### src/design/ptt_pkg.sv
`timescale 1ns / 1ps
// ----------------------------------------------------------------------------
// ptt_pkg
// Shared types and constants of the pan/tilt point tracker.
// ----------------------------------------------------------------------------
package ptt_pkg;

  localparam int CW = 38;
  localparam int ZW = 26;
  localparam int PW = 21;
  localparam int IDXW = 5;
  localparam int ATAN_N = 24;

  localparam logic signed [ZW-1:0] QUARTER_FINE = 26'sd5898240;
  localparam logic signed [PW-1:0] FULL_TURN = 21'sd92160;
  localparam logic signed [PW-1:0] QUARTER_TURN = 21'sd23040;
  localparam logic signed [17:0] TILT_MARGIN = 18'sd26;
  localparam logic [15:0] INV_GAIN_Q16 = 16'd39797;

  localparam logic [3:0] REG_TX = 4'd0;
  localparam logic [3:0] REG_TY = 4'd1;
  localparam logic [3:0] REG_TH = 4'd2;
  localparam logic [3:0] REG_EN = 4'd3;
  localparam logic [3:0] REG_PMIN = 4'd4;
  localparam logic [3:0] REG_PMAX = 4'd5;
  localparam logic [3:0] REG_TMIN = 4'd6;
  localparam logic [3:0] REG_TMAX = 4'd7;

  typedef struct packed {
    logic busy;
    logic done;
  } cordic_stat_t;

  function automatic logic signed [ZW-1:0] atan_fine(input logic [IDXW-1:0] i);
    logic signed [ZW-1:0] r;
    case (i)
      5'd0: r = 26'sd2949120;
      5'd1: r = 26'sd1740967;
      5'd2: r = 26'sd919879;
      5'd3: r = 26'sd466945;
      5'd4: r = 26'sd234379;
      5'd5: r = 26'sd117305;
      5'd6: r = 26'sd58666;
      5'd7: r = 26'sd29335;
      5'd8: r = 26'sd14668;
      5'd9: r = 26'sd7334;
      5'd10: r = 26'sd3667;
      5'd11: r = 26'sd1833;
      5'd12: r = 26'sd917;
      5'd13: r = 26'sd458;
      5'd14: r = 26'sd229;
      5'd15: r = 26'sd115;
      5'd16: r = 26'sd57;
      5'd17: r = 26'sd29;
      5'd18: r = 26'sd14;
      5'd19: r = 26'sd7;
      5'd20: r = 26'sd4;
      5'd21: r = 26'sd2;
      5'd22: r = 26'sd1;
      default: r = 26'sd0;
    endcase
    return r;
  endfunction

endpackage

### src/design/ptt_cordic.sv
`timescale 1ns / 1ps
// ----------------------------------------------------------------------------
// ptt_cordic
// Iterative CORDIC vectoring unit, one micro-rotation per cycle.
// ----------------------------------------------------------------------------
module ptt_cordic #(
  parameter int STEPS = 16
) (
  input  logic                          clk,
  input  logic                          rst_n,
  input  logic                          start,
  input  logic signed [ptt_pkg::CW-1:0] x_in,
  input  logic signed [ptt_pkg::CW-1:0] y_in,
  output ptt_pkg::cordic_stat_t         stat,
  output logic signed [ptt_pkg::CW-1:0] x_out,
  output logic signed [ptt_pkg::ZW-1:0] z_out
);

  localparam logic [ptt_pkg::IDXW-1:0] LAST = ptt_pkg::IDXW'(STEPS - 1);

  logic signed [ptt_pkg::CW-1:0] x_r, x_nxt, y_r, y_nxt;
  logic signed [ptt_pkg::ZW-1:0] z_r, z_nxt;
  logic [ptt_pkg::IDXW-1:0] cnt_r, cnt_nxt;
  logic run_r, run_nxt, done_r, done_nxt;
  logic signed [ptt_pkg::CW-1:0] xs, ys;

  always_comb begin
    xs = x_r >>> cnt_r;
    ys = y_r >>> cnt_r;
    x_nxt = x_r;
    y_nxt = y_r;
    z_nxt = z_r;
    cnt_nxt = cnt_r;
    run_nxt = run_r;
    done_nxt = 1'b0;
    if (start) begin
      cnt_nxt = '0;
      run_nxt = 1'b1;
      if (x_in < 0) begin
        if (y_in >= 0) begin
          x_nxt = y_in;
          y_nxt = -x_in;
          z_nxt = ptt_pkg::QUARTER_FINE;
        end else begin
          x_nxt = -y_in;
          y_nxt = x_in;
          z_nxt = -ptt_pkg::QUARTER_FINE;
        end
      end else begin
        x_nxt = x_in;
        y_nxt = y_in;
        z_nxt = '0;
      end
    end else if (run_r) begin
      if (y_r >= 0) begin
        x_nxt = x_r + ys;
        y_nxt = y_r - xs;
        z_nxt = z_r + ptt_pkg::atan_fine(cnt_r);
      end else begin
        x_nxt = x_r - ys;
        y_nxt = y_r + xs;
        z_nxt = z_r - ptt_pkg::atan_fine(cnt_r);
      end
      cnt_nxt = cnt_r + 1'b1;
      if (cnt_r == LAST) begin
        run_nxt = 1'b0;
        done_nxt = 1'b1;
      end
    end
  end

  always_ff @(posedge clk) begin
    if (!rst_n) begin
      run_r <= 1'b0;
      done_r <= 1'b0;
      cnt_r <= '0;
    end else begin
      run_r <= run_nxt;
      done_r <= done_nxt;
      cnt_r <= cnt_nxt;
    end
    x_r <= x_nxt;
    y_r <= y_nxt;
    z_r <= z_nxt;
  end

  assign stat.busy = run_r;
  assign stat.done = done_r;
  assign x_out = x_r;
  assign z_out = z_r;

endmodule

### src/design/pan_tilt_point_tracker_core.sv
`timescale 1ns / 1ps
// ----------------------------------------------------------------------------
// pan_tilt_point_tracker_core
// Turns robot pose reports into pan/tilt commands aimed at a target point.
// ----------------------------------------------------------------------------
// A pose report is a transfer on the in_ channel. Registers are written on
// the cfg_ channel, which is always ready. With tracking off, or when no more
// than GATE_INTERVAL_MS has passed since the previous report taken with
// tracking on, a report yields no result and the block is ready again in the
// next cycle. Otherwise one pan/tilt result is placed on the out_ channel
// after the shared CORDIC unit has run bearing and then elevation and the
// 360-degree pan wrap steps are done. A report at the target itself skips
// the CORDIC unit and goes straight to the wrap steps. in_ready is high only
// while the sequencer is idle, so the next report can be taken from the
// cycle after the previous result enters the output register.
// A finished result waits in the output register while the receiver stalls;
// the next report is taken meanwhile, and its result waits until the
// previous one has been transferred. Reset restores the register defaults,
// clears the last report time and empties the output register.
// ----------------------------------------------------------------------------
module pan_tilt_point_tracker_core #(
  parameter int GATE_INTERVAL_MS = 500,
  parameter int CORDIC_STEPS = 16
) (
  input  logic               clk,
  input  logic               rst_n,
  input  logic               in_valid,
  output logic               in_ready,
  input  logic signed [23:0] in_robot_x,
  input  logic signed [23:0] in_robot_y,
  input  logic signed [17:0] in_robot_heading,
  input  logic [31:0]        in_time_ms,
  output logic               out_valid,
  input  logic               out_ready,
  output logic signed [18:0] out_pan_command,
  output logic signed [15:0] out_tilt_command,
  input  logic               cfg_valid,
  output logic               cfg_ready,
  input  logic [3:0]         cfg_index,
  input  logic [23:0]        cfg_data
);

  localparam logic [2:0] S_IDLE = 3'd0;
  localparam logic [2:0] S_BEAR = 3'd1;
  localparam logic [2:0] S_MUL = 3'd2;
  localparam logic [2:0] S_ELEV = 3'd3;
  localparam logic [2:0] S_WRAPHI = 3'd4;
  localparam logic [2:0] S_WRAPLO = 3'd5;
  localparam logic [2:0] S_DONE = 3'd6;

  localparam int CW = ptt_pkg::CW;
  localparam int PW = ptt_pkg::PW;

  logic signed [23:0] tx_r, ty_r;
  logic signed [20:0] th_r;
  logic en_r;
  logic signed [18:0] pmin_r, pmax_r;
  logic signed [15:0] tmin_r, tmax_r;
  logic [31:0] last_r;

  logic [2:0] st_r, st_nxt;
  logic signed [CW-1:0] dx_r, dy_r;
  logic signed [17:0] hd_r;
  logic signed [CW-1:0] dist_r;
  logic signed [PW-1:0] pan_r, pan_nxt;
  logic signed [17:0] tilt_r, tilt_nxt;
  logic out_valid_r;
  logic signed [18:0] pan_o_r;
  logic signed [15:0] tilt_o_r;

  logic accept, go, start;
  logic [31:0] elapsed;
  logic signed [24:0] dxn, dyn;
  logic signed [CW-1:0] cx, cy;
  ptt_pkg::cordic_stat_t cstat;
  logic signed [CW-1:0] cx_out;
  logic signed [ptt_pkg::ZW-1:0] cz_out;
  logic signed [ptt_pkg::ZW-1:0] zr;
  logic signed [21:0] ah;
  logic [50:0] prod;
  logic signed [17:0] er, tl;
  logic load_out;

  assign cfg_ready = 1'b1;
  assign in_ready = (st_r == S_IDLE);
  assign accept = in_valid && in_ready;
  assign elapsed = in_time_ms - last_r;
  assign go = accept && en_r && (elapsed > 32'(GATE_INTERVAL_MS));
  assign dxn = 25'(tx_r) - 25'(in_robot_x);
  assign dyn = 25'(ty_r) - 25'(in_robot_y);
  assign ah = th_r[20] ? -22'(th_r) : 22'(th_r);
  assign prod = cx_out[34:0] * ptt_pkg::INV_GAIN_Q16;
  assign load_out = (st_r == S_DONE) && (!out_valid_r || out_ready);

  always_comb begin
    start = 1'b0;
    cx = dy_r;
    cy = dx_r;
    if (st_r == S_IDLE && go && (dxn != 0 || dyn != 0)) begin
      start = 1'b1;
      cx = CW'(dyn) <<< 8;
      cy = CW'(dxn) <<< 8;
    end else if (st_r == S_MUL) begin
      start = 1'b1;
      cx = dist_r;
      cy = CW'(ah) <<< 8;
    end
  end

  ptt_cordic #(.STEPS(CORDIC_STEPS)) u_cordic (
    .clk(clk), .rst_n(rst_n), .start(start), .x_in(cx), .y_in(cy),
    .stat(cstat), .x_out(cx_out), .z_out(cz_out)
  );

  always_comb begin
    zr = (cz_out + ptt_pkg::ZW'(128)) >>> 8;
    er = 18'((cz_out + ptt_pkg::ZW'(128)) >>> 8);
    tl = tilt_r;
    if (tl < 18'(tmin_r)) tl = 18'(tmin_r) + ptt_pkg::TILT_MARGIN;
    if (tl > 18'(tmax_r)) tl = 18'(tmax_r) - ptt_pkg::TILT_MARGIN;
  end

  always_comb begin
    st_nxt = st_r;
    pan_nxt = pan_r;
    tilt_nxt = tilt_r;
    case (st_r)
      S_IDLE: begin
        if (go) begin
          if (dxn == 0 && dyn == 0) begin
            pan_nxt = -ptt_pkg::QUARTER_TURN;
            tilt_nxt = '0;
            st_nxt = S_WRAPHI;
          end else begin
            st_nxt = S_BEAR;
          end
        end
      end
      S_BEAR: begin
        if (cstat.done) begin
          pan_nxt = PW'(hd_r) - ptt_pkg::QUARTER_TURN - PW'(zr);
          st_nxt = S_MUL;
        end
      end
      S_MUL: st_nxt = S_ELEV;
      S_ELEV: begin
        if (cstat.done) begin
          tilt_nxt = th_r[20] ? -er : er;
          st_nxt = S_WRAPHI;
        end
      end
      S_WRAPHI: begin
        if (pan_r >= PW'(pmax_r)) pan_nxt = pan_r - ptt_pkg::FULL_TURN;
        else st_nxt = S_WRAPLO;
      end
      S_WRAPLO: begin
        if (pan_r < PW'(pmin_r)) pan_nxt = pan_r + ptt_pkg::FULL_TURN;
        else st_nxt = S_DONE;
      end
      S_DONE: begin
        if (load_out) st_nxt = S_IDLE;
      end
      default: st_nxt = S_IDLE;
    endcase
  end

  always_ff @(posedge clk) begin
    if (!rst_n) begin
      st_r <= S_IDLE;
      out_valid_r <= 1'b0;
      last_r <= '0;
      tx_r <= '0;
      ty_r <= '0;
      th_r <= '0;
      en_r <= 1'b0;
      pmin_r <= -19'sd40960;
      pmax_r <= 19'sd40960;
      tmin_r <= -16'sd11520;
      tmax_r <= 16'sd7680;
    end else begin
      st_r <= st_nxt;
      if (accept && en_r) last_r <= in_time_ms;
      if (load_out) out_valid_r <= 1'b1;
      else if (out_ready) out_valid_r <= 1'b0;
      if (cfg_valid) begin
        case (cfg_index)
          ptt_pkg::REG_TX: tx_r <= cfg_data;
          ptt_pkg::REG_TY: ty_r <= cfg_data;
          ptt_pkg::REG_TH: th_r <= cfg_data[20:0];
          ptt_pkg::REG_EN: en_r <= cfg_data[0];
          ptt_pkg::REG_PMIN: pmin_r <= cfg_data[18:0];
          ptt_pkg::REG_PMAX: pmax_r <= cfg_data[18:0];
          ptt_pkg::REG_TMIN: tmin_r <= cfg_data[15:0];
          ptt_pkg::REG_TMAX: tmax_r <= cfg_data[15:0];
          default: ;
        endcase
      end
    end
    if (accept) begin
      dx_r <= CW'(dxn);
      dy_r <= CW'(dyn);
      hd_r <= in_robot_heading;
    end
    if (st_r == S_BEAR && cstat.done) dist_r <= CW'(prod[50:16]);
    pan_r <= pan_nxt;
    tilt_r <= tilt_nxt;
    if (load_out) begin
      pan_o_r <= pan_r[18:0];
      tilt_o_r <= tl[15:0];
    end
  end

  assign out_valid = out_valid_r;
  assign out_pan_command = pan_o_r;
  assign out_tilt_command = tilt_o_r;

endmodule

### config.mk
export PLATFORM = sky130hd
export DESIGN_NAME = pan_tilt_point_tracker_core
export DESIGN_NICKNAME = d
export VERILOG_FILES = /design/src/design/ptt_pkg.sv /design/src/design/ptt_cordic.sv /design/src/design/pan_tilt_point_tracker_core.sv
export SDC_FILE = /design/constraint.sdc
export NUM_CORES = 2
export LEC_CHECK = 0
export ABC_AREA = 1
export BUFFER_PORTS_ARGS = -buffer_cell sky130_fd_sc_hd__buf_4
export CORE_UTILIZATION = 59
export CTS_CLUSTER_SIZE = 10
export DETAILED_ROUTE_END_ITERATION = 12
export PLACE_DENSITY = 0.74
export SYNTH_ARGS = -nofsm -noshare
export SYNTH_HDL_FRONTEND = slang
export SYNTH_HIERARCHICAL = 1
export SYNTH_SLANG_ARGS = --single-unit
### constraint.sdc
create_clock -name clk -period 10.5 [get_ports clk]
set_input_delay 1.05 -clock clk [delete_from_list [all_inputs] [get_ports clk]]
set_output_delay 1.05 -clock clk [all_outputs]
set_load 0.1 [all_outputs]
# Word level (Yosys, flattened, before mapping)
# Memory sizes are Yosys's and may differ from the RTL's. A register that Yosys moved wholly into a read port is not among the register bits.
# Cells that the tools add are included.
# totals
reg_bits,462
mem_bits_ro,1408
inputBits,131
out_inout_bits,38
word_cells,177
memories,2
# op_classes
addsub,21
n_mul,1
order_cmp,8
eq_ne,23
n_shift,2
muxes,59
bitwise_logic,2
reduce_logical,34
# mem_list
name,depth,width,rd,rd_clocked_by_memory_dff,wr,line,source
(no name shown),32,22,1,1,0,ptt_pkg.sv:36,case (i)
(no name shown),32,22,1,1,0,ptt_pkg.sv:36,
# ops
operator,count
38-bit 2-to-1 mux,14
26-bit 2-to-1 mux,11
21-bit 2-to-1 mux,5
18-bit 2-to-1 mux,5
21-bit case mux with 4 select lines,1
38-bit adder,2
38-bit by 1-bit >= comparator with 1-bit output (second input constant),2
38-bit negation,2
38-bit by 5-bit >>> shifter with 38-bit output,2
38-bit subtractor,2
32-bit logical NOT,2
32-bit nonzero test,2
35-bit by 16-bit multiplier with 51-bit output (second input constant),1
24-bit by 24-bit subtractor with 25-bit output,2
38-bit by 1-bit less-than comparator with 1-bit output (second input constant),1
18-bit case mux with 2 select lines,1
32-bit by 9-bit greater-than comparator with 1-bit output (second input constant),1
32-bit subtractor,1
26-bit adder,1
26-bit by 9-bit adder with 26-bit output (second input constant),1
26-bit subtractor,1
22-bit 2-to-1 mux,1
21-bit negation with 22-bit output,1
21-bit by 18-bit adder with 21-bit output (second input constant),1
38 further kinds,87

# Depth between registers and ports, before layout
# depth
word_depth,12
mapped_depth,43
depth_no_buf,41

# By module
# The synthesis kept the hierarchy.
# modules_own_cells
mod,n_inst,cells_each,area_each_um2,seq_area_each_um2
pan_tilt_point_tracker_core,1,4461,34647.0,8838.5
ptt_cordic,1,3449,20440.9,3643.5

# Worst setup path before layout
# OpenSTA, ideal clock, no wires.
# synth_timing
path_type,reg-to-reg
startpoint,register st_r[1]
endpoint,register u_cordic.x_r (netlist bit u_cordic/x_out[0]) (enable)
setup_ns,0.456
t_arrival_ns,7.589
required_ns,10.044
slack_ns,2.456
path_stages_with_launch,17
path_buffers,4
period_less_slack_ns,8.044
path_cell_list,dfxtp_1 nor2_1 inv_1 nor2_1 and2_1 nand2_1 inv_1 nand2_2 inv_4 nand2_4 buf_8 buf_6 nand2_1 clkbuf_1 clkbuf_1 nor2_1 inv_1
# synth_between
elab_chain_len,8
word_cells_on_any_way,10
cone_classes,1 x eq/ne; 2 x mux; 7 x reduce/logical
# synth_lines
element,line,source
from (decl),pan_tilt_point_tracker_core.sv:61,"logic [2:0] st_r, st_nxt;"
from (signal assigned),pan_tilt_point_tracker_core.sv:181,st_r <= st_nxt;
3-bit logical NOT,pan_tilt_point_tracker_core.sv:85,assign in_ready = (st_r == S_IDLE);
via in_ready,pan_tilt_point_tracker_core.sv:28,"output logic in_ready,"
1-bit logical AND,pan_tilt_point_tracker_core.sv:86,assign accept = in_valid && in_ready;
via accept,pan_tilt_point_tracker_core.sv:71,"logic accept, go, start;"
1-bit logical AND (2 in a row),pan_tilt_point_tracker_core.sv:88,assign go = accept && en_r && (elapsed > 32'(GATE_INTERVAL_MS));
1-bit logical AND (2 in a row),pan_tilt_point_tracker_core.sv:99,if (st_r == S_IDLE && go && (dxn != 0 || dyn != 0)) begin
1-bit 2-to-1 mux,pan_tilt_point_tracker_core.sv:99,
via start,pan_tilt_point_tracker_core.sv:71,
2-bit nonzero test (no source line),--,
to (signal assigned),ptt_cordic.sv:82,x_r <= x_nxt;
to (decl),ptt_cordic.sv:21,"logic signed [ptt_pkg::CW-1:0] x_r, x_nxt, y_r, y_nxt;"
# The timed path passes the listed nets, and every way through them passes these cells.
# A chain may end at the register's enable or synchronous reset.

# Worst setup path in the final report
# layout_timing
startpoint,register st_r[1]
endpoint,"register u_cordic.x_r (netlist bit u_cordic/x_out[30]), data pin"
# layout_between
elab_chain_len,11
word_cells_on_any_way,19
cone_classes,1 x add/sub; 2 x order compare; 1 x eq/ne; 9 x mux; 6 x reduce/logical
# layout_lines
element,line,source
3-bit logical NOT,pan_tilt_point_tracker_core.sv:85,
1-bit logical AND,pan_tilt_point_tracker_core.sv:86,
via accept,pan_tilt_point_tracker_core.sv:71,
1-bit logical AND (2 in a row),pan_tilt_point_tracker_core.sv:88,
1-bit logical AND (2 in a row),pan_tilt_point_tracker_core.sv:99,
38-bit 2-to-1 mux,pan_tilt_point_tracker_core.sv:99,
via cy[32],pan_tilt_point_tracker_core.sv:74,"logic signed [CW-1:0] cx, cy;"
38-bit by 1-bit >= comparator with 1-bit output,ptt_cordic.sv:40,if (y_in >= 0) begin
38-bit 2-to-1 mux,ptt_cordic.sv:40,
38-bit 2-to-1 mux,ptt_cordic.sv:39,if (x_in < 0) begin
38-bit 2-to-1 mux,ptt_cordic.sv:36,if (start) begin
via u_cordic.x_nxt (one bit),ptt_cordic.sv:21,
# The timed path passes the listed nets, and every way through them passes these cells.

==> impl_summary.log <==
[metrics] unrepaired setup endpoints after global routing: false
[metrics] top-level port count: 169
[metrics] transition time at the pin with the least slew margin: 1235 ps
[metrics] DR vias: 54540
[metrics] vias in the first global route: 51020
[metrics] number of nets in the finished design: 8865
[metrics] TritonCTS clock tree: done
[metrics] Critical Path Source Type: register
[metrics] Layout Cells excl Fill: 9251
[metrics] required time of the critical path: 10900 ps
[metrics] share of layout cells above drive strength 1: 6.231%
[metrics] standard-cell row count: 111
[metrics] Tightest Hold Check Type: register to register
[metrics] number of buffers inserted by hold repair at cts: 0
[metrics] synthesized area: 55080 um2
[metrics] Max Cap Viol: 0
[metrics] number of H-tree levels: 2
[metrics] die footprint: 94580 um2
[metrics] final routed wirelength across all metal layers: 186.4 mm
[metrics] vias per cell: 5.896
[metrics] count of endpoints failing setup in the final report: 0
[metrics] Antenna Violating Nets Remaining: 0
[metrics] placeable core area: 92080 um2
[metrics] highest attainable clock frequency: 0.1416 GHz
[metrics] Post-CTS Setup Repair Bufs: 0
[metrics] endpoint arrival time on the critical path: 7460 ps
[metrics] Bufs on Longest Clock Path: 3
[metrics] Initial DRT Pass Iterations: 8
[metrics] global-route wire length before repair: 285.9 mm
[metrics] period utilisation layout: 67.28%
[metrics] Avg Synthesized Cell Area: 6.964 um2
[metrics] largest net degree at the start of global routing: 98
[metrics] type of the worst setup path: register to register
[metrics] clk_lat worst skew: 690 ps
[metrics] Post-Place Cell Area: 57250 um2
[metrics] # resized after CTS: 0
[metrics] antenna diode count: 0
[metrics] clock tree sinks: 484
[metrics] clock buffer count from CTS: 58
[metrics] number of instances in the placed design: 9141
[metrics] total overflow reported by the global router: 0
[metrics] gate count of the mapped netlist: 7909
[metrics] drt first-iter violations: 5787
[metrics] Slew headroom: 16.80%
[metrics] Wirelength per Cell: 20.15 um
[metrics] final hold violation count: 0
[metrics] quantity of I/O buffers inserted on ports: 167
[metrics] HPWL after detailed placement: 148.8 mm
[metrics] outcome: complete, no violations
[metrics] global placer's final weighted congestion: 1.045
[metrics] Max Transition Viols Final: 0
[metrics] starting density of the core: 59.82%
[metrics] clock period minus final worst setup slack: 7064 ps
[metrics] Worst Setup End Kind: register
[metrics] buffer cell driving the clock tree root: sky130_fd_sc_hd__clkbuf_16
[metrics] Clock Skews: 66.04 ps
[metrics] Final Cell Area: 59070 um2
[metrics] worst path setup slack after routing: 3436 ps
[metrics] final total negative setup slack: 0 ps
[metrics] Setup WS pre-CTS: 3150 ps
[metrics] number of antenna violations at the first check in global routing: 3
[metrics] floorplan die height: 307.5 um
[metrics] Yosys Warn Count: 6
[metrics] die width: 307.5 um
[metrics] overall global routing resource usage: 38.77%
[metrics] post-CTS clock slew at the launch and capture registers of the worst setup and hold paths: 60 ps
[metrics] Max Fanout on Critical Path: 97
[metrics] Synthesized Nets: 8816
[metrics] layout-stage area growth over the synthesis result: 7.235%
[metrics] number of remaining DRC errors: 0
## through the flow
step / hold WS [ps] / util, %
6_report: 452.1 / 64.15
5_1_grt: 474.8 / 64.15
3_5_place_dp: 442.9 / 62.17
2_1_floorplan: 423.7 / -
4_1_cts: 452.0 / 64.15
3_3_place_gp: 438.1 / 62.17
## sequential cells by signal (all words and copies together), names as in the netlist, 19 cells and up, named ones only
signal           flops
u_cordic/x_out      38
u_cordic/y_r        38
dist_r              35
last_r              32
u_cordic/z_out      26
dx_r                25
dy_r                25
tx_r                24
ty_r                24
pan_r               21
th_r                21
out_pan_command     19
pmax_r              19
pmin_r              19
## per-layer routing
| layer | up-vias | track usage (%) | wire [um] |
|---|---|---|---|
| met5 | - | 0 | 13 |
| met4 | 2 | 17.98 | 9696 |
| met3 | 476 | 6.565 | 16670 |
| met2 | 2514 | 61.95 | 83120 |
| met1 | 25340 | 51.18 | 76950 |
| li1 | 26220 | - | - |
## cells in the final DEF, fill, tap and decap left out, types with 7 or more instances in the layout
| cell type | instances |
|---|---|
| sky130_fd_sc_hd__o21a_1 | 21 |
| sky130_fd_sc_hd__clkbuf_1 | 37 |
| sky130_fd_sc_hd__nand2_2 | 29 |
| sky130_fd_sc_hd__xnor2_1 | 71 |
| sky130_fd_sc_hd__o221ai_1 | 33 |
| sky130_fd_sc_hd__nand3b_1 | 27 |
| sky130_fd_sc_hd__a31oi_1 | 59 |
| sky130_fd_sc_hd__buf_4 | 216 |
| sky130_fd_sc_hd__o21bai_1 | 16 |
| sky130_fd_sc_hd__inv_2 | 40 |
| sky130_fd_sc_hd__clkbuf_16 | 59 |
| sky130_fd_sc_hd__nand3_1 | 684 |
| sky130_fd_sc_hd__edfxtp_1 | 279 |
| sky130_fd_sc_hd__o211ai_1 | 35 |
| sky130_fd_sc_hd__nor2_1 | 728 |
| sky130_fd_sc_hd__inv_1 | 1169 |
| sky130_fd_sc_hd__o22ai_1 | 7 |
| sky130_fd_sc_hd__a21oi_1 | 625 |
| sky130_fd_sc_hd__fa_1 | 262 |
| sky130_fd_sc_hd__clkinv_1 | 8 |
| sky130_fd_sc_hd__o21ai_2 | 13 |
| sky130_fd_sc_hd__o211ai_2 | 8 |
| sky130_fd_sc_hd__xor2_1 | 183 |
| sky130_fd_sc_hd__a21o_1 | 21 |
| sky130_fd_sc_hd__nand3_2 | 15 |
| sky130_fd_sc_hd__nand4_1 | 67 |
| sky130_fd_sc_hd__o21ai_1 | 20 |
| sky130_fd_sc_hd__o31ai_1 | 18 |
| sky130_fd_sc_hd__a21boi_0 | 13 |
| sky130_fd_sc_hd__ha_1 | 514 |
| sky130_fd_sc_hd__dfxtp_1 | 201 |
| sky130_fd_sc_hd__o21ai_0 | 586 |
| sky130_fd_sc_hd__nor2_2 | 14 |
| sky130_fd_sc_hd__nand2_1 | 1666 |
| sky130_fd_sc_hd__nor2_4 | 11 |
| sky130_fd_sc_hd__nor4_1 | 23 |
| sky130_fd_sc_hd__nor3_1 | 96 |
| sky130_fd_sc_hd__or2_2 | 50 |
## worst max-delay path: stages (launching register included)
cell	delay, ps
sky130_fd_sc_hd__dfxtp_1	350
sky130_fd_sc_hd__nor2_1	100
sky130_fd_sc_hd__inv_1	50
sky130_fd_sc_hd__nor2_1	80
sky130_fd_sc_hd__buf_4	210
sky130_fd_sc_hd__and2_4	160
sky130_fd_sc_hd__buf_4	760
sky130_fd_sc_hd__nand2_2	830
sky130_fd_sc_hd__inv_1	370
sky130_fd_sc_hd__nand2_2	150
sky130_fd_sc_hd__inv_4	140
sky130_fd_sc_hd__nand2_4	540
sky130_fd_sc_hd__nand3_1	440
sky130_fd_sc_hd__o21ai_4	120
sky130_fd_sc_hd__inv_1	580
sky130_fd_sc_hd__buf_4	400
sky130_fd_sc_hd__o21ai_0	180
sky130_fd_sc_hd__a21oi_1	150
sky130_fd_sc_hd__inv_1	100
sky130_fd_sc_hd__a21oi_1	210
sky130_fd_sc_hd__inv_1	90
sky130_fd_sc_hd__a21oi_1	230
sky130_fd_sc_hd__nand2_1	130
sky130_fd_sc_hd__a21oi_1	130
sky130_fd_sc_hd__o21ai_0	90
sky130_fd_sc_hd__nand2_1	80
sky130_fd_sc_hd__nand2_1	50
## cell type report
class,count,area (um2)
inverters,1221,4593
multi-input cells,5977,36990
fillers,8591,33010
clock buffers,102,1698
well taps,1243,1555
repair buffers,216,1622
clock inverters,8,120.1
flip-flops and latches,484,12490
## path summary, 6_finish.rpt
kind / from / end / slack, ps / depth (start not counted)
hold reg to reg: tx_r[19] / tx_r[19] / 450 / 2
hold / removal: tx_r[19] / tx_r[19] / 450 / 2
setup reg to reg: st_r[1] / u_cordic/x_out[30] / 3440 / 26
setup / recovery: st_r[1] / u_cordic/x_out[30] / 3440 / 26
Power is left out: the tool's default activity adds up to more than one toggle a clock period on the data nets, which glitch-free logic cannot reach.
